## src/hdl/cfrf_pkg.sv

```systemverilog
// shared types and constants of the frame rate filter
package cfrf_pkg;

   localparam int unsigned ID_WIDTH = 29;
   localparam int unsigned TIME_WIDTH = 32;
   localparam int unsigned MED_SLOTS = 3;
   localparam int unsigned MED_SLOT_WIDTH = 2;
   localparam int unsigned BYTE_VALUES = 256;
   localparam int unsigned QUEUE_DEPTH = 2;
   localparam int unsigned QUEUE_PTR_WIDTH = 1;
   localparam int unsigned QUEUE_CNT_WIDTH = 2;
   localparam int unsigned CSR_ADDR_WIDTH = 3;
   localparam int unsigned CSR_DATA_WIDTH = 32;

   localparam logic [ID_WIDTH-1:0] CRIT_ID_FIRST = 29'h100;
   localparam logic [ID_WIDTH-1:0] CRIT_ID_LAST = 29'h103;
   localparam logic [ID_WIDTH-1:0] MED_ID_FIRST = 29'h104;
   localparam logic [ID_WIDTH-1:0] MED_ID_LAST = 29'h106;

   localparam logic [TIME_WIDTH-1:0] MED_INTERVAL_RESET = 32'd1000;
   localparam logic [TIME_WIDTH-1:0] LOW_INTERVAL_RESET = 32'd5000;

   localparam logic CSR_MED_INTERVAL = 1'b0;
   localparam logic CSR_LOW_INTERVAL = 1'b1;

   typedef enum logic [1:0] {
      PRIO_CRITICAL = 2'd0,
      PRIO_MEDIUM = 2'd1,
      PRIO_LOW = 2'd2
   } prio_class_type;

   typedef struct packed {
      logic [ID_WIDTH-1:0] can_id;
      logic [TIME_WIDTH-1:0] now_ms;
   } req_beat_type;

   typedef struct packed {
      logic pass_frame;
      logic [1:0] priority_class;
   } rsp_beat_type;

   typedef struct packed {
      prio_class_type prio;
      logic [MED_SLOT_WIDTH-1:0] med_slot;
      logic [TIME_WIDTH-1:0] now_ms;
   } work_item_type;

endpackage

```

## src/hdl/cfrf_queue.sv

```systemverilog
// two-entry queue between the front end and the back end
module cfrf_queue #(
   parameter int unsigned WIDTH = 48
) (
   input  logic             clock,
   input  logic             reset,
   input  logic             push,
   input  logic [WIDTH-1:0] push_data,
   output logic             full,
   input  logic             pop,
   output logic [WIDTH-1:0] pop_data,
   output logic             empty
);

   logic [WIDTH-1:0] slot_ff [cfrf_pkg::QUEUE_DEPTH];
   logic [cfrf_pkg::QUEUE_PTR_WIDTH-1:0] wr_ptr_ff, wr_ptr_in;
   logic [cfrf_pkg::QUEUE_PTR_WIDTH-1:0] rd_ptr_ff, rd_ptr_in;
   logic [cfrf_pkg::QUEUE_CNT_WIDTH-1:0] count_ff, count_in;

   assign full = (count_ff == cfrf_pkg::QUEUE_CNT_WIDTH'(cfrf_pkg::QUEUE_DEPTH));
   assign empty = (count_ff == '0);
   assign pop_data = slot_ff[rd_ptr_ff];

   always_comb begin
      wr_ptr_in = push ? wr_ptr_ff + 1'b1 : wr_ptr_ff;
      rd_ptr_in = pop ? rd_ptr_ff + 1'b1 : rd_ptr_ff;
      count_in = count_ff;
      if (push && !pop) begin
         count_in = count_ff + 1'b1;
      end else if (pop && !push) begin
         count_in = count_ff - 1'b1;
      end
   end

   always_ff @(posedge clock) begin
      if (reset) begin
         wr_ptr_ff <= '0;
         rd_ptr_ff <= '0;
         count_ff <= '0;
      end else begin
         wr_ptr_ff <= wr_ptr_in;
         rd_ptr_ff <= rd_ptr_in;
         count_ff <= count_in;
      end
   end

   always_ff @(posedge clock) begin
      if (push) begin
         slot_ff[wr_ptr_ff] <= push_data;
      end
   end

endmodule

```

## config.mk

```make
export PLATFORM = sky130hd
export DESIGN_NAME = cfrf_queue
export DESIGN_NICKNAME = d
export VERILOG_FILES = /design/src/hdl/cfrf_pkg.sv /design/src/hdl/cfrf_queue.sv
export SDC_FILE = /design/constraint.sdc
export NUM_CORES = 1
export LEC_CHECK = 0
export BUFFER_PORTS_ARGS = -buffer_cell sky130_fd_sc_hd__buf_2
export CORE_MARGIN = 2
export CORE_UTILIZATION = 50
export DETAILED_ROUTE_END_ITERATION = 16
export GPL_TIMING_DRIVEN = 0
export PLACE_DENSITY = 0.83
export SYNTH_ARGS = -nofsm -noshare
export SYNTH_HDL_FRONTEND = slang
export SYNTH_SLANG_ARGS = --single-unit
```

## constraint.sdc

```tcl
create_clock -name clock -period 3.68 [get_ports clock]
set_input_delay 0.552 -clock clock [delete_from_list [all_inputs] [get_ports clock]]
set_output_delay 0.552 -clock clock [all_outputs]
set_load 0.05 [all_outputs]
```

# Word-level counts from Yosys, hierarchy flattened
# Memory sizes are Yosys's and may differ from the RTL's. A register that Yosys moved wholly into a read port is not among the register bits.
# Cells that the tools add are included.
[word_totals]
memories = 1
ram_bits = 96
in_bits = 52
elab_cells = 21
reg_bits = 4
[classes]
reduce_logical = 6
n_addsub = 4
n_eq_ne = 1
mux = 6
[mem_list]
columns = ["name", "words", "width", "rd", "rd_ports_with_merged_regs", "wr", "line_no", "source"]
rows = [
  ["slot_ff", 2, 48, 1, 1, 1, "cfrf_queue.sv:15", "logic [WIDTH-1:0] slot_ff [cfrf_pkg::QUEUE_DEPTH];"],
]
[ops]
columns = ["op", "n"]
rows = [
  ["1-bit 2-to-1 mux", 4],
  ["2-bit 2-to-1 mux", 2],
  ["1-bit adder, second input constant", 2],
  ["2-bit by 1-bit adder with 2-bit output, second input constant", 1],
  ["2-bit == test, second input constant", 1],
  ["1-bit logical AND", 2],
  ["1-bit logical NOT", 2],
  ["2-bit logical NOT", 1],
  ["2-bit nonzero test", 1],
  ["2-bit by 1-bit subtractor with 2-bit output, second input constant", 1],
]

# Logic depth before layout (Yosys ltp)
# Gate-level depths: netlist of run 1.
[logic_depth]
ltp_word = 4
ltp_mapped = 5
ltp_nobuf = 5

# Worst setup path after synthesis of run 1
# OpenSTA, ideal clock, no wires.
[synth_timing]
path_kind = "input to register"
start = "input push"
end = "memory slot_ff[0][0] (enable)"
arrival_time_ps = 2683
t_required_ps = 3221
path_stages = 1
slack_ps = 538
setup_time_ps = 459
path_cell_list = "nor2b_1"
[synth_between]
elab_chain_cells = 2
[synth_lines]
columns = ["item", "line_no", "source"]
rows = [
  ["start, declared", "cfrf_queue.sv:7", "input logic push,"],
  ["1-bit 2-to-1 mux", "cfrf_queue.sv:48", "if (push) begin"],
  ["1-bit 2-to-1 mux (not written as such)", "cfrf_queue.sv:49", "slot_ff[wr_ptr_ff] <= push_data;"],
  ["end, declared", "cfrf_queue.sv:15", ""],
]
# Every way passes these cells.

==> results of run 1 <==
==> cell families (layout without fill, tap and decap cells) <==
| kind of cell | after synthesis | in the layout |
|---|---|---|
| adders and majority gates | 1 | 1 |
| and+or+nand+nor | 9 | 9 |
| muxes | 48 | 48 |
| DFF | 101 | 101 |
| xor gates and xnor gates | 4 | 4 |
| AOI/OAI and AO/OA | 2 | 2 |
| buffers and inverters | 6 | 125 |
==> per-layer routing <==
metal | vias to the layer above | wire length [um] | track usage, %
met3 | 8 | 522 | 6.03
met2 | 66 | 2890 | 24.1
met1 | 895 | 2230 | 15.8
met4 | 0 | 86 | 6.11
li1 | 890 | - | -
met5 | - | 0 | 0
==> flip-flops by register name (all words and copies together) (netlist names), named ones only <==
register / cells
slot_ff: 96
count_ff: 2
rd_ptr_ff: 1
wr_ptr_ff: 1
==> cell type report <==
| cell class | instances | area (um2) | share of cell area, % |
|---|---|---|---|
| flip-flops and latches | 101 | 2980 | 65.9 |
| multi-input cells | 64 | 653 | 14.4 |
| repair buffers | 103 | 546 | 12.0 |
| clock buffers | 9 | 124 | 2.74 |
| well taps | 99 | 124 | 2.74 |
| clock inverters | 7 | 55.1 | 1.22 |
| plain buffers | 5 | 40.0 | 0.884 |
| inverters | 1 | 3.75 | 0.0829 |
==> critical path, cell delays in order (launching register included) <==
cell     delay, ns
dfxtp_1       0.35
buf_4         0.20
buf_6         0.17
mux2_2        0.35
buf_2         0.21
==> cells in the final DEF, fill, tap and decap left out, drive strengths merged, types with 4 or more instances in the layout <==
cell	synthesis	final
inv	1	4
mux2	48	48
dfxtp	5	5
nor2	5	5
clkbuf	0	9
buf	5	108
edfxtp	96	96
==> power groups by stage <==
stage               Sequential (mW)  Clock (mW)  Combinational, mW
floorplan                      1.38           0              0.357
global placement               1.38           0              0.464
detailed placement             1.38           0              0.476
CTS                            1.36       0.651              0.478
global route                   1.36       0.692              0.501
finish                         1.36       0.627              0.472
==> worst paths after layout <==
path | to | depth (start not counted) | slack (ns) | from
worst max-delay path | pop_data[22] | 4 | 1.50 | flip-flop
worst min register to register | flip-flop | 2 | 0.51 | rd_ptr_ff
worst max register to register | slot_ff[1][7] | 2 | 2.16 | wr_ptr_ff
worst min-delay path | slot_ff[1][16] | 1 | 0.37 | push_data[16]
==> metrics.md, run 1 <==
| Metric | Value |
|---|---|
| Post-Syn Instances | 171 |
| DR vias/cell | 4.78 |
| Clock tree buffer depth | 2 |
| Fillers | 546 |
| Switching part of the total | 29.5% |
| Num rows | 31 |
| Final min period | 2.18 ns |
| HPWL after DPL | a little under 4 mm |
| Overflow after GRT | 0 |
| Synth Area in Simple Gates | 1.26% |
| Largest family of logic cells by synthesized area | multiplexers |
| Total power divided by cell area | 542 mW/mm2 |
| Largest area contributor in the netlist | edfxtp_1 |
| Critical path capture point type | output pin |
| Leakage Power | 1.71 nW |
| Register area share after synthesis | 81.3% |
| Worst hold path type | in -> reg |
| Critical Path RT | ~3.1 ns |
| Synth warn | 0 |
| # setup viols final | 0 |
| Vias in the first global route | 1801 |
| PostCTS Resize Cnt | 0 |
| Area of the mapped netlist | 0.00367 mm2 |
| Gate power share | 19.2% |
| Placement Setup Slack | around 1.8 ns |
| H-tree depth | 3 |
| Antenna violation net count after detailed routing | 0 |
| Boundary Pins | 102 |
| Unique masters post-synth | 17 |
| Outcome | complete, no violations |
| Wire length per cell | ~15 um |
| Max FO, Critical Path | 10 |
| Post-Layout Cell Count | slightly below 400 |
| Final WS setup | 1.50 ns |
| Finished Core Util | between 60% and 70% |
| First-pass GRT wire length | between 8 and 9 mm |
| Cells after DPL | 373 |
| Total number of vias | 1859 |
| Total Wirelength | 5.74 mm |
| RSZ-0062 raised after global routing | no |
| Post-synth top area share | 78.5% |
| Syn avg cell area | 21.5 um2 |
| Die height | 89.7 um |
| Ys async rst share | 0% |
| Synth Flop Type | edfxtp_1 |
| Worst relative slew slack | 55.0% |
| Number of flops mapped to enable cells by yosys | between 90 and 100 |
| # clock sinks | 101 |
| Max Clock Skew | about 0.0075 ns |
| Final period util | around three fifths |
| Reg clk slew, reported paths | 0.10 ns |
| Count leader, synth | edfxtp_1 |
| Diode count | 0 |
| Die ar. | 0.00804 mm2 |
| Crit start category | flip-flop |
| Placed Instance Area | 0.00435 mm2 |
| RD Place Congestion | 0.660 |
| Final hold vios | 0 |
| Post-CTS setup buffers | 0 |
| CTS tree | built |
| DRT Pass-1 Iters | 4 |
| Yosys reg bits | 101 |
| Worst Tran Pin Value | around 0.67 ns |
| Sequential share of power | 55.2% |
| Initial Util | 51.2% |
| DR iter-0 viols | between 80 and 90 |
| Worst-Skew Late Latency | 0.36 ns |
| # nets final | 338 |
| Num CTS Buffers | 9 |
| Final Power | ~2.5 mW |
| Synth Area in Compound Gates | 0.273% |
| Remaining DRCs | 0 |
| Sw power | 0.724 mW |
| Count of input and output buffers | 101 |
| Pins Over Slew Limit | 0 |
| Post-Synthesis Net Count | 224 |
| Mux share of post-synthesis cell area | between 10% and 20% |
| Synth cell count leaders | edfxtp_1, mux2_2, dfxtp_1, nor2_1 |
| DIE WIDTH | 89.7 um |
| Clk network pwr share | approximately 26% |
| Fmax | approximately 460 MHz |
| Total track usage | 14.3% |
| Peak supply drop | 0.268 mV |
| Synth Area in Adders | 0.341% |
| Initial antenna violation count | 0 |
| Final Cell Area | approximately 0.0045 mm2 |
| CP arrival | 1.63 ns |
| Area Growth Syn to Fin | 23.3% |
| Root Driver | clkbuf_8 |
| Kind of critical path | reg -> out |
| Post-CTS Hold Fix Bufs | 0 |
| Int Power | 1.73 mW |
| Largest net degree at the start of global routing | 28 |
| Xor/xnor share of the synthesized area | less than 1% |
| Hold_ws | 0.372 ns |
| Max Cap Viol | 0 |
| Setup TNS | 0 ns |
| Total core area | 0.00718 mm2 |
| Share of post-route cells with drive strength above 1 | 60.3% |
| Synth top area cells | edfxtp_1, mux2_2, dfxtp_1, buf_6, nor2_1 |
Note: power is estimated with default switching activity, not from simulation.
==> run 2: changes to the inputs <==
ABC_AREA = 1   (was not set)
CORE_UTILIZATION = 47   (was 50)
PLACE_DENSITY = 0.82   (was 0.83)
clock period = 1.8 ns   (was 3.68 ns; I/O delays follow)
==> run 2 against run 1 <==
  * Critical endpoint is now pop_data[16]
  * Hold slack lost 0.26 ns
  * Largest power group unchanged
  * Sequential share of layout area shrank 4.2 points
  * Die area grew 8.8%
  * Utilization shrank 0.76 points
  * Synthesized area grew 2.7%
  * Clock-buffer cell count grew 1
==> metrics.md, run 2 <==
| Metric | Value |
|---|---|
| Outcome | complete, no violations |
| RD Place Congestion | 0.653 (-1.1%) |
| Area of the mapped netlist | 0.00377 mm2 (+2.7%) |
| Register area share after synthesis | 79.2% (-2.1 points) |
| Yosys reg bits | 101 (unchanged) |
| Pins Over Slew Limit | 0 (unchanged) |
| CP arrival | 1.46 ns (-0.17 ns) |
| Worst-Skew Late Latency | 0.34 ns (-0.02 ns) |
| Num rows | 32 (+3.2%) |
| Initial antenna violation count | 0 (unchanged) |
| Critical path capture point type | output pin |
| Root Driver | clkbuf_8 |
| Num CTS Buffers | 9 (unchanged) |
| Final min period | 1.73 ns |
| Critical Path RT | 1.53 ns (-1.60 ns) |
| Leakage Power | 1.89 nW (+10%) |
| Final period util | 96.1% |
| Largest net degree at the start of global routing | 30 (+7.1%) |
| HPWL after DPL | 4.17 mm (+5.9%) |
| Count leader, synth | edfxtp_1 |
| Unique masters post-synth | 16 (-1) |
| Multi-input gate area | 727 um2 (+11%) |
| Max FO, Critical Path | 10 (unchanged) |
| Peak supply drop | 0.639 mV (+140%) |
| Top reg by flops | slot_ff |
| Most common cell after layout, fill and taps aside | edfxtp_1 |
| Biggest regs | slot_ff x96, count_ff x2 |
| DIE WIDTH | 93.5 um (+4.3%) |
| Fmax | 578 MHz |
| Total power divided by cell area | 1070 mW/mm2 (+97%) |
| RSZ-0062 raised after global routing | yes |
| # setup viols final | 0 (unchanged) |
| Fillers | 603 (+10%) |
| Worst hold path type | in -> reg |
| Die height | 93.5 um (+4.3%) |
| Remaining DRCs | 0 (unchanged) |
| Most frequent cells in the layout | edfxtp_1, buf_2, mux2_2 |
| CTS tree | built |
| Kind of critical path | reg -> out |
| Synth top area cells | edfxtp_1, mux2_2, mux2_4, dfxtp_1, inv_1 |
| Wire length per cell | 15.5 um (+5.2%) |
| Total number of vias | 1949 (+4.8%) |
| DRT Pass-1 Iters | 4 (unchanged) |
| Max Clock Skew | 0.00783 ns (+0.000340 ns) |
| Area Growth Syn to Fin | 28.5% |
| DR iter-0 viols | 53 (-39%) |
| Synth Flop Type | edfxtp_1 |
| Ys async rst share | 0% (unchanged) |
| DR vias/cell | 4.81 (+0.70%) |
| Total Wirelength | 6.28 mm (+9.6%) |
| Post-Syn Instances | 182 (+6.4%) |
| Finished Core Util | 62.3% (-0.76 points) |
| H-tree depth | 3 (unchanged) |
| Overflow after GRT | 0 (unchanged) |
| First-pass GRT wire length | 9.55 mm (+16%) |
| Vias in the first global route | 1988 (+10%) |
| Worst relative slew slack | 49.7% (-5.2 points) |
| Count of input and output buffers | 101 (unchanged) |
| Clock tree buffer depth | 2 (unchanged) |
| # clock sinks | 101 (unchanged) |
| Max FFs per register | 96 (unchanged) |
| Die ar. | 0.00875 mm2 (+8.8%) |
| Share of post-route cells with drive strength above 1 | 57.8% (-2.6 points) |
| Synth warn | 0 (unchanged) |
| Reg clk slew, reported paths | 0.09 ns (about the same) |
| # nets final | 351 (+3.8%) |
| Number of flops mapped to enable cells by yosys | 96 (unchanged) |
| Initial Util | 48.5% (-2.6 points) |
| Max Cap Viol | 0 (unchanged) |
| Worst Tran Pin Value | 0.752 ns (+0.0780 ns) |
| Boundary Pins | 102 (unchanged) |
| Final hold vios | 0 (unchanged) |
| Total track usage | 14.8% (+0.55 points) |
| Largest area contributor in the netlist | edfxtp_1 |
| Diode count | 0 (unchanged) |
| Post-Synthesis Net Count | 235 (+4.9%) |
| Antenna violation net count after detailed routing | 0 (unchanged) |
| Crit start category | flip-flop |
| Post-synth top area share | 76.5% (-2.0 points) |
| Syn avg cell area | 20.7 um2 (-3.5%) |
| Hold_ws | 0.107 ns (-0.265 ns) |
| Synth cell count leaders | edfxtp_1, mux2_2, mux2_4 |
| Storage cell area | 0.00298 mm2 (about the same) |
| Total core area | 0.00777 mm2 (+8.2%) |
## run 2: final timing paths
check / startpoint / to / slack, ns / cells after the start
worst max-delay path: flip-flop / pop_data[16] / 0.07 / 4
worst min-delay path: push_data[6] / slot_ff[0][6] / 0.11 / 1
worst max register to register: wr_ptr_ff / slot_ff[1][20] / 0.22 / 3
worst min register to register: count_ff[0] / count_ff[0] / 0.54 / 2
## run 2: final cells by class
| cell class | count | share of cell area [%] |
|---|---|---|
| multi-input cells | 68 | 15.0 |
| well taps | 102 | 2.64 |
| flip-flops and latches | 101 | 61.6 |
| inverters | 9 | 0.698 |
| clock inverters | 6 | 1.29 |
| plain buffers | 5 | 1.37 |
| clock buffers | 10 | 2.64 |
| repair buffers | 104 | 14.7 |
## run 2: power breakdown
part	leakage [nW]	internal [mW]	switching, mW
registers	0.943	2.71	0.0374
clock network	0.0903	0.641	0.716
logic	0.852	0.387	0.663
## run 2: timing repair
action,in CTS,in global routing
resized for setup,17,61
endpoints found under the setup margin,88,48
gates cloned,1,0
pin swaps,1,0
hold buffers,0,0
buffers inserted,2,0
## run 2: routing by layer
layer	up-vias	global-route usage (%)	share of wire (%)
met5	-	0	0
met4	0	4.23	0.37
met3	2	5.48	6.7
met2	63	25.8	54
met1	962	17.2	39
li1	922	-	-
## run 2: critical path: stages, from the launching register on
cell and delay, ns:
dfxtp_2 0.35, buf_6 0.14, buf_12 0.15, mux2_4 0.30, buf_4 0.19
## run 2: cell families after synthesis
group                    synth area share [%]
buffers and inverters                    2.06
adder cells (fa/ha/maj)                 0.332
AND/OR/NAND/NOR                          1.63
AO/OA/AOI/OAI                           0.265
XOR/XNOR                                0.232
multiplexers                             16.3
flip-flops                               79.2
## run 2: through the flow
step / setup TNS, ns / power (mW) / instances / setup slack, ns / cell area [um2]
4_1_cts: -0.800 / 5.16 / 405 / -0.0512 / 4710
3_3_place_gp: -31.88 / 3.72 / 385 / -0.520 / 4410
3_5_place_dp: -6.90 / 3.75 / 386 / -0.146 / 4430
5_1_grt: -0.00591 / 5.38 / 405 / -0.00351 / 4840
2_1_floorplan: 0 / 3.52 / 182 / 0.00749 / 3780
6_report: 0 / 5.16 / 405 / 0.0706 / 4840
