--- config.mk ---
export PLATFORM = sky130hd
export DESIGN_NAME = cfrf_front
export DESIGN_NICKNAME = d
export VERILOG_FILES = /design/src/hdl/cfrf_pkg.sv /design/src/hdl/cfrf_front.sv
export SDC_FILE = /design/constraint.sdc
export NUM_CORES = 1
export LEC_CHECK = 0
export BUFFER_PORTS_ARGS = -buffer_cell sky130_fd_sc_hd__buf_4
export CAP_MARGIN = 20
export CORE_MARGIN = 8
export CORE_UTILIZATION = 20
export DETAILED_ROUTE_END_ITERATION = 8
export PLACE_DENSITY_LB_ADDON = 0.12
export SETUP_SLACK_MARGIN = 0.1
export SLEW_MARGIN = 20
export SYNTH_ARGS = -nofsm -noshare
export SYNTH_HDL_FRONTEND = slang
export SYNTH_SLANG_ARGS = --single-unit
--- constraint.sdc ---
create_clock -name vclk -period 0.87
set_input_delay 0.087 -clock vclk [all_inputs]
set_output_delay 0.087 -clock vclk [all_outputs]
set_load 0.1 [all_outputs]
--- src/hdl/cfrf_pkg.sv ---
// shared types and constants of the frame rate filter
package cfrf_pkg;

   localparam int unsigned ID_WIDTH = 29;
   localparam int unsigned TIME_WIDTH = 32;
   localparam int unsigned MED_SLOTS = 3;
   localparam int unsigned MED_SLOT_WIDTH = 2;
   localparam int unsigned BYTE_VALUES = 256;
   localparam int unsigned QUEUE_DEPTH = 2;
   localparam int unsigned QUEUE_PTR_WIDTH = 1;
   localparam int unsigned QUEUE_CNT_WIDTH = 2;
   localparam int unsigned CSR_ADDR_WIDTH = 3;
   localparam int unsigned CSR_DATA_WIDTH = 32;

   localparam logic [ID_WIDTH-1:0] CRIT_ID_FIRST = 29'h100;
   localparam logic [ID_WIDTH-1:0] CRIT_ID_LAST = 29'h103;
   localparam logic [ID_WIDTH-1:0] MED_ID_FIRST = 29'h104;
   localparam logic [ID_WIDTH-1:0] MED_ID_LAST = 29'h106;

   localparam logic [TIME_WIDTH-1:0] MED_INTERVAL_RESET = 32'd1000;
   localparam logic [TIME_WIDTH-1:0] LOW_INTERVAL_RESET = 32'd5000;

   localparam logic CSR_MED_INTERVAL = 1'b0;
   localparam logic CSR_LOW_INTERVAL = 1'b1;

   typedef enum logic [1:0] {
      PRIO_CRITICAL = 2'd0,
      PRIO_MEDIUM = 2'd1,
      PRIO_LOW = 2'd2
   } prio_class_type;

   typedef struct packed {
      logic [ID_WIDTH-1:0] can_id;
      logic [TIME_WIDTH-1:0] now_ms;
   } req_beat_type;

   typedef struct packed {
      logic pass_frame;
      logic [1:0] priority_class;
   } rsp_beat_type;

   typedef struct packed {
      prio_class_type prio;
      logic [MED_SLOT_WIDTH-1:0] med_slot;
      logic [TIME_WIDTH-1:0] now_ms;
   } work_item_type;

endpackage

--- src/hdl/cfrf_front.sv ---
// front end: classifies a frame identifier and maps it to its bucket
module cfrf_front #(
   parameter int unsigned LOW_BUCKETS = 256,
   parameter int unsigned BUCKET_WIDTH = 8
) (
   input  cfrf_pkg::req_beat_type  req_beat,
   output cfrf_pkg::work_item_type item,
   output logic [BUCKET_WIDTH-1:0] bucket
);

   logic [BUCKET_WIDTH-1:0] bucket_map [cfrf_pkg::BYTE_VALUES];
   logic [cfrf_pkg::ID_WIDTH-1:0] med_offset;

   for (genvar g = 0; g < cfrf_pkg::BYTE_VALUES; g++) begin : g_map
      assign bucket_map[g] = BUCKET_WIDTH'(g % LOW_BUCKETS);
   end

   assign bucket = bucket_map[req_beat.can_id[7:0]];
   assign med_offset = req_beat.can_id - cfrf_pkg::MED_ID_FIRST;

   always_comb begin
      item.now_ms = req_beat.now_ms;
      item.med_slot = med_offset[cfrf_pkg::MED_SLOT_WIDTH-1:0];
      if (req_beat.can_id >= cfrf_pkg::CRIT_ID_FIRST &&
          req_beat.can_id <= cfrf_pkg::CRIT_ID_LAST) begin
         item.prio = cfrf_pkg::PRIO_CRITICAL;
      end else if (req_beat.can_id >= cfrf_pkg::MED_ID_FIRST &&
                   req_beat.can_id <= cfrf_pkg::MED_ID_LAST) begin
         item.prio = cfrf_pkg::PRIO_MEDIUM;
      end else begin
         item.prio = cfrf_pkg::PRIO_LOW;
      end
   end

endmodule

Word level (Yosys, flattened, before mapping)
Memory sizes are Yosys's and may differ from the RTL's.
Cells that the tools add are included.

storage, ports and cells
  bits of input ports = 61
  register bits after elaboration = 0
  memories kept = 1
  logic and storage cells = 14
  bits in read-only memories = 2048
  output and inout bits = 44

operators by class
  order comparisons = 5
  add/sub/neg operators = 1
  mux-type cells = 4
  reduce and logical (&&, ||, !) cells = 2
  bitwise logic cells = 1

memories
  memory            words  bits a word  rd ports  clocked after memory_dff  wr ports  RTL line          source
  (name not given)  256    8            1         0                         0         cfrf_front.sv:18  assign bucket = bucket_map[req_beat.can_id[7:0]];

operators by type and width
  operator                                                          number
  >= comparator 29 x 9 -> 1 bit (second input constant)             2
  less-or-equal comparator 29 x 9 -> 1 bit (second input constant)  2
  two-way mux 8 bit                                                 2
  >= comparator 9 bit (second input constant)                       1
  NOT 8 -> 9 bit                                                    1
  two-way mux 2 bit                                                 2
  logical AND 1 bit                                                 2
  subtractor 2 x 1 -> 2 bit (second input constant)                 1

Longest topological paths before layout
Gate-level depths: netlist of run 1.

  word-level depth = 4
  mapped depth = 3

Worst setup path after synthesis of run 1
OpenSTA, ideal clock, no wires.

  kind = input to output
  start point = in req_beat[58] (netlist name)
  end point = out item[34] (netlist name)
  data required time = 0.783 ns
  stages on the path = 3
  slack = -1.767 ns
  data arrival time = 2.550 ns
  path through = nor4_1 -> nand3_1 -> nor3_1

RTL lines
  element      RTL line         source
  from (decl)  cfrf_front.sv:6  input cfrf_pkg::req_beat_type req_beat,
  to (decl)    cfrf_front.sv:7  output cfrf_pkg::work_item_type item,

==> flow_metrics.tcl, run 1 <==
set metrics [dict create \
    port_buffers 41 \
    postRouteAntennaNets 0 \
    powerDensity_mw_per_mm2 643 \
    cp-startpoint "req_beat[41]" \
    gp_congestion 0.550 \
    end_kind "primary output" \
    final_nets 124 \
    p_leak_uw 0.000284 \
    drtIter0Drc 2 \
    postSynthAreaPerCell_um2 7.31 \
    violations "setup timing" \
    status "complete, but fails checks" \
    pin_count 105 \
    dieArea_mm2 0.00380 \
    grt_pass1_vias 369 \
    coreArea_mm2 0.00196 \
    syn_nets 118 \
    vias_per_cell 3.82 \
    drive_above_1_share_pct 88.5 \
    wl_per_cell_um 13.5 \
    syn_to_final_growth_pct 49.5 \
    finalWirelength_um 1190 \
    groute.usage.overall_pct 5.29 \
    final-hold-violation-count 0 \
    ys_warn_count 0 \
    regArea_um2 0 \
    gr-total-overflow 0 \
    hp-start "req_beat[16]" \
    route.detailed.drc 0 \
    layout_commonest_cell "buf_4" \
    dr.pass1.iters 2 \
    diodes 0 \
    antenna_found_initial 0 \
    row_count 16 \
    endpoint "item[35]" \
    finish.utilization_pct 31.8 \
    fin_ws_ps -357 \
    setup_viol 2 \
    nClkBuffers 0 \
    yosysSeqAreaShare_pct 0 \
    worstSetupStartpointType "input port" \
    timing_max_transition_violations_final 0 \
    numSequentialCells 0 \
    grt_pass1_wl_um 1630 \
    worst-setup-path-type "in -> out" \
    peakVddDrop_uv 263 \
    finalPower_uw 401 \
    clock.fmax_mhz 815 \
    tightestPinTransition_ps 282 \
    synth_top_area_share_pct 75.7 \
    rsz0062_at_grt "true" \
    crit_arrival_ps 1140 \
    fin_crit_sh_pct 141 \
    relSlewSlack_pct 81.3 \
    multi_input_area_um2 189 \
    synth_area_leaders "buf_4 76%, nor4_2 9.0%, nor4_1 3.0%, nand2_1 2.7%, nand3_1 2.4%" \
    min_path_type "in -> out" \
    fin_crit_ps 1230 \
    vias 336 \
    die_y_um 61.6 \
    layout_common_cells "36 x buf_4, 8 x buf_6, 5 x nor4_4" \
    initial_core_util_pct 21.2 \
    place_inst 87 \
    grt_max_degree 4 \
    cap_viol_max_count 0 \
    synthDistinctLibCells 10 \
    fill_cells 207 \
    syn_area_um2 417 \
    cp_max_fo 2 \
    die_x_um 61.6 \
    synth_cells 57 \
    instances_no_fill 88 \
    synth_area_leader_cell "buf_4" \
    required_ps 780 \
]
## worst min-delay path by stage
| stage | to | cells after the start | slack, ps |
|---|---|---|---|
| floorplan | bucket[0] | 1 | 390 |
| global placement | item[18] | 0 | 170 |
| detailed placement | item[18] | 0 | 170 |
| CTS | item[18] | 0 | 170 |
| global route | item[16] | 0 | 170 |
| finish | item[16] | 0 | 170 |
## cell usage after synthesis
master / number
buf_4: 42
nand3_1: 2
nand2_1: 3
nor2_1: 1
or3_1: 1
nor4_1: 2
nand4_1: 1
nor4b_1: 1
nor3_1: 1
nor4_2: 3
## through the flow
| step | hold slack, ps | setup WS [ps] | TNS [ps] | instance area [um^2] |
|---|---|---|---|---|
| final | 174 | -357 | -655 | 623 |
| after global routing | 174 | -397 | -764 | 623 |
| after global placement | 175 | -448 | -858 | 528 |
| after floorplan | 386 | -535 | -765 | 472 |
| after CTS | 175 | -362 | -695 | 598 |
| after detailed placement | 175 | -443 | -856 | 528 |
## where the power goes
part | leakage [uW] | internal (uW) | switching [uW]
combinational | 0.000284 | 151 | 250
clock | 0 | 0 | 0
sequential | 0 | 0 | 0
total | 0.000284 | 151 | 250
## area by class of cell
cell class,count,area share (%)
Multi-Input combinational cell,15,30.3
Tap cell,27,5.42
Timing Repair Buffer,46,64.3
## timing repair
action | CTS | global route
hold endpoints to repair | 0 | 0
hold buffers | 0 | 0
buffers inserted | 1 | 0
gates cloned | 0 | 0
resized for setup | 14 | 4
endpoints found under the setup margin | 2 | 2
pin swaps | 9 | 4
## worst max-delay path: stages
cell	delay [ps]
buf_6	100
nor4_4	270
nand2_1	100
or3_4	400
buf_12	170
## layer usage
metal,track usage (%),vias up,routed length (um)
met5,0,-,0
met1,5.61,136,342
met3,3.13,6,235
met2,8.86,39,602
li1,-,155,-
met4,0.974,0,9
## kinds of logic after synthesis
| kind of cell | synth area share [%] |
|---|---|
| and+or+nand+nor | 24.3 |
| buffers and inverters | 75.7 |
No activity file was read; power rests on OpenSTA's default activity.
==> run 2, diff against run 1 <==
--- a/config.mk
+++ b/config.mk
@@ -7,7 +7,6 @@
 export LEC_CHECK = 0
 export BUFFER_PORTS_ARGS = -buffer_cell sky130_fd_sc_hd__buf_4
 export CAP_MARGIN = 20
-export CORE_MARGIN = 8
 export CORE_UTILIZATION = 20
 export DETAILED_ROUTE_END_ITERATION = 8
 export PLACE_DENSITY_LB_ADDON = 0.12
==> run 2 against run 1 <==
  * The run still ends with setup timing left
  * Maximum frequency shrank 0.37%
  * Final cell count is the same
  * First-iteration DRC count grew 50%
  * Combinational power shrank 4%
  * Global-route usage grew 0.87 points
  * Worst hold slack is essentially flat
  * Die area shrank 40%
  * Routed wire length shrank 33%
  * Critical path depth is the same
==> flow_metrics.tcl, run 2 (synthesized netlist as in run 1, its figures left out) <==
set metrics [dict create \
    status "complete, but fails checks" \
    internal-power_uw 143 \
    hpwl_um 726 \
    end_kind "primary output" \
    whs_ps 174 \
    groute.usage.overall_pct 6.16 \
    cap_viol_max_count 0 \
    initial_core_util_pct 21.2 \
    clock.fmax_mhz 812 \
    dr_wl_met3_um 151 \
    peakVddDrop_uv 244 \
    fin_ws_ps -362 \
    wl_met1_um 241 \
    p_clk_share_pct 0 \
    pin_count 105 \
    fin_crit_sh_pct 142 \
    fill_cells 224 \
    top_layer "met4" \
    powerDensity_mw_per_mm2 647 \
    path_cells "buf_4, nor4_4, nand2_1, or3_4, buf_12" \
    wl_per_cell_um 9.11 \
    max_stage_delay_ps 400 \
    route.detailed.drc 0 \
    port_buffers 41 \
    dr.pass1.iters 4 \
    layout_common_cells "39 x buf_4, 5 x buf_6, 4 x nor4_4" \
    grt_pass1_vias 272 \
    gr-total-overflow 0 \
    multi_input_area_um2 171 \
    p_switching_uw 241 \
    dieArea_mm2 0.00227 \
    diodes 0 \
    cts_hold_buf 0 \
    gp_congestion 0.537 \
    crit_slowest_cell "or3_4" \
    postRouteAntennaNets 0 \
    row_count 16 \
    violations "setup timing" \
    grt_max_degree 4 \
    switching_share_pct 62.8 \
    syn_to_final_growth_pct 42.6 \
    grt_pass1_wl_um 1060 \
    crit_arrival_ps 1140 \
    cp-startpoint "req_beat[58]" \
    finalWirelength_um 802 \
    worstSetupStartpointType "input port" \
    wl_met2_um 402 \
    min_path_type "in -> out" \
    die_y_um 47.6 \
    antenna_found_initial 0 \
    regArea_um2 0 \
    numSequentialCells 0 \
    vias_per_cell 3.82 \
    vias 336 \
    tightestPinTransition_ps 280 \
    fin_crit_ps 1230 \
    final_nets 124 \
    p_leak_uw 0.000273 \
    worst-setup-path-type "in -> out" \
    dp_slack_ps -417 \
    rsz0062_at_grt "true" \
    power_frac_comb_pct 100.0 \
    cp_max_fo 2 \
    nClkBuffers 0 \
    setup_viol 2 \
    die_x_um 47.6 \
    drtIter0Drc 3 \
    endpoint "item[35]" \
    coreArea_mm2 0.00196 \
    final-hold-violation-count 0 \
    p_seq_share_pct 0 \
    timing_max_transition_violations_final 0 \
    required_ps 780 \
    postCtsSetupRepairBufs 0 \
    drive_above_1_share_pct 88.5 \
    layout_commonest_cell "buf_4" \
    relSlewSlack_pct 81.5 \
]
run 2: cell counts in the layout (fill, tap and decap cells not counted):
Identical to the previous run, type by type.
run 2: timing repair:
action,in CTS,in global routing
pin swaps,2,2
resized for setup,12,1
endpoints found under the setup margin,2,2
endpoints found under the hold margin,0,0
run 2: layer usage:
layer	GRT usage, %	up-vias
met5	0	-
met2	10.1	33
li1	-	157
met3	2.26	2
met4	3.33	0
met1	6.90	144
run 2: final cells by class:
class,count,area share [%]
well taps,27,5.68
repair buffers,46,65.5
multi-input cells,15,28.8
run 2: worst min-delay path by stage:
stage                      start        end  slack (ps)  depth (start not counted)
global placement    req_beat[12]   item[12]         170                          0
global route        req_beat[17]   item[17]         170                          0
finish               req_beat[0]    item[0]         170                          0
floorplan           req_beat[32]  bucket[0]         390                          1
detailed placement  req_beat[12]   item[12]         170                          0
CTS                 req_beat[12]   item[12]         170                          0
run 2: power groups by stage:
stage | Clock, uW | Sequential [uW] | Combinational, uW
after floorplan | 0 | 0 | 928
after global placement | 0 | 0 | 371
after detailed placement | 0 | 0 | 373
after global routing | 0 | 0 | 402
final | 0 | 0 | 385
after CTS | 0 | 0 | 386
run 2: metrics by stage:
step	power, uW	instances	utilization, %	cell area (um^2)	TNS [ps]
after floorplan	928	57	-	472	-765
after global placement	371	88	27.3	536	-841
after detailed placement	373	88	27.3	536	-832
after CTS	386	88	30.1	591	-751
after global routing	402	88	30.3	594	-836
final	385	88	30.3	594	-671
run 2: critical path: cells and delay by family:
family	cells	cell delay, ps
buf+inv	2	290
simple gates	3	770
==> run 3, diff against run 2 <==
--- a/config.mk
+++ b/config.mk
@@ -7,6 +7,7 @@
 export LEC_CHECK = 0
 export BUFFER_PORTS_ARGS = -buffer_cell sky130_fd_sc_hd__buf_4
 export CAP_MARGIN = 20
+export CORE_MARGIN = 4
 export CORE_UTILIZATION = 20
 export DETAILED_ROUTE_END_ITERATION = 8
 export PLACE_DENSITY_LB_ADDON = 0.12
==> run 3 against run 2 <==
  * Total power up 3.5%
  * Maximum frequency up 2.2%
  * Final cell count unchanged
  * The run still ends with setup timing left
  * Worst setup slack better by 27 ps
  * Sequential share of layout area unchanged
  * First-iteration DRC count unchanged
  * Clock-buffer cell count unchanged
  * Critical endpoint unchanged
==> flow_metrics.tcl, run 3 (synthesized netlist as in run 1, its figures left out) <==
set metrics [dict create \
    status "complete, but fails checks" \
    violations "setup timing" \
    fin_area_um2 619 \
    layout_commonest_cell "buf_4" \
    place_area_um2 536 \
    clock.fmax_mhz 830 \
    power_frac_comb_pct 100.0 \
    dieArea_mm2 0.00288 \
    timing_max_transition_violations_final 0 \
    cts_hold_buf 0 \
    end_kind "primary output" \
    numSequentialCells 0 \
    cp_max_fo 2 \
    vias_per_cell 3.82 \
    die_x_um 53.6 \
    dr.pass1.iters 4 \
    p_clk_share_pct 0 \
    drive_above_1_share_pct 88.5 \
    gr-total-overflow 0 \
    switching_share_pct 62.4 \
    coreArea_mm2 0.00196 \
    route.detailed.drc 0 \
    initial_core_util_pct 21.2 \
    p_switching_uw 248 \
    regArea_um2 0 \
    crit_slowest_cell "or3_4" \
    final_nets 124 \
    fin_ws_ps -335 \
    layout_common_cells "37 x buf_4, 7 x buf_6, 5 x nor4_4" \
    postRouteAntennaNets 0 \
    internal-power_uw 150 \
    worst-setup-path-type "in -> out" \
    vias 336 \
    cap_viol_max_count 0 \
    grt_max_degree 4 \
    powerDensity_mw_per_mm2 643 \
    syn_to_final_growth_pct 48.6 \
    hp-start "req_beat[13]" \
    required_ps 780 \
    whs_ps 174 \
    grt_pass1_vias 261 \
    tightestPinTransition_ps 279 \
    p_seq_share_pct 0 \
    min_path_type "in -> out" \
    diodes 0 \
    p_leak_uw 0.000282 \
    crit_buf_inv 2 \
    gp_congestion 0.550 \
    relSlewSlack_pct 81.5 \
    path_cells "buf_6, nor4_4, nand4_1, or3_4, buf_12" \
    finalWirelength_um 932 \
    finalPower_uw 398 \
    fin_crit_sh_pct 138 \
    final-hold-violation-count 0 \
    worstSetupStartpointType "input port" \
    port_buffers 41 \
    die_y_um 53.6 \
    antenna_found_initial 0 \
    crit_arrival_ps 1120 \
    pin_count 105 \
    grt_pass1_wl_um 1120 \
    holdPathEnd "item[13]" \
    peakVddDrop_uv 241 \
    fin_crit_ps 1200 \
    wl_per_cell_um 10.6 \
    drtIter0Drc 3 \
    nClkBuffers 0 \
    crit_family "simple AND/OR/NAND/NOR gates" \
    row_count 16 \
    max_stage_delay_ps 360 \
    holdPathStages 0 \
    finish.utilization_pct 31.6 \
    instances_no_fill 88 \
    place_inst 88 \
    rsz0062_at_grt "true" \
    groute.usage.overall_pct 4.93 \
    setup_viol 2 \
]
-- run 3: cell counts in the layout (fill, tap and decap cells not counted) --
No cell type changed its count.
-- run 3: final cells by class --
type               instances  area (um^2)
repair buffers            46          397
well taps                 27         33.8
fillers                  215         1340
multi-input cells         15          189
-- run 3: through the flow --
| step | setup slack (ps) | setup TNS [ps] |
|---|---|---|
| after floorplan | -535 | -765 |
| after global placement | -424 | -844 |
| after detailed placement | -435 | -869 |
| after CTS | -356 | -690 |
| after global routing | -400 | -791 |
| final | -335 | -643 |
-- run 3: per-layer routing --
metal | up-vias | GRT usage (%) | share of wire (%)
li1 | 157 | - | -
met3 | 2 | 2.22 | 19
met5 | - | 0 | 0
met4 | 0 | 2.13 | 0.43
met1 | 143 | 6.54 | 33
met2 | 34 | 6.73 | 47
-- run 3: worst max-delay path by stage --
stage | slack [ps] | from | to | depth (start not counted)
4_1_cts | -360 | req_beat[54] | item[35] | 5
6_report | -330 | req_beat[54] | item[35] | 5
2_1_floorplan | -530 | req_beat[58] | item[34] | 3
3_5_place_dp | -440 | req_beat[39] | item[35] | 5
5_1_grt | -400 | req_beat[54] | item[35] | 5
3_3_place_gp | -420 | req_beat[57] | item[35] | 5
-- run 3: power groups by stage --
stage | Sequential, uW | Combinational [uW] | Clock, uW
6_report | 0 | 398 | 0
5_1_grt | 0 | 414 | 0
4_1_cts | 0 | 397 | 0
3_5_place_dp | 0 | 373 | 0
3_3_place_gp | 0 | 372 | 0
2_1_floorplan | 0 | 928 | 0
-- run 3: timing repair --
action / in CTS / in global routing
cloned: 0 / 0
endpoints found under the setup margin: 2 / 2
pin swaps: 10 / 0
gates resized for setup: 16 / 1
buffers inserted: 0 / 0
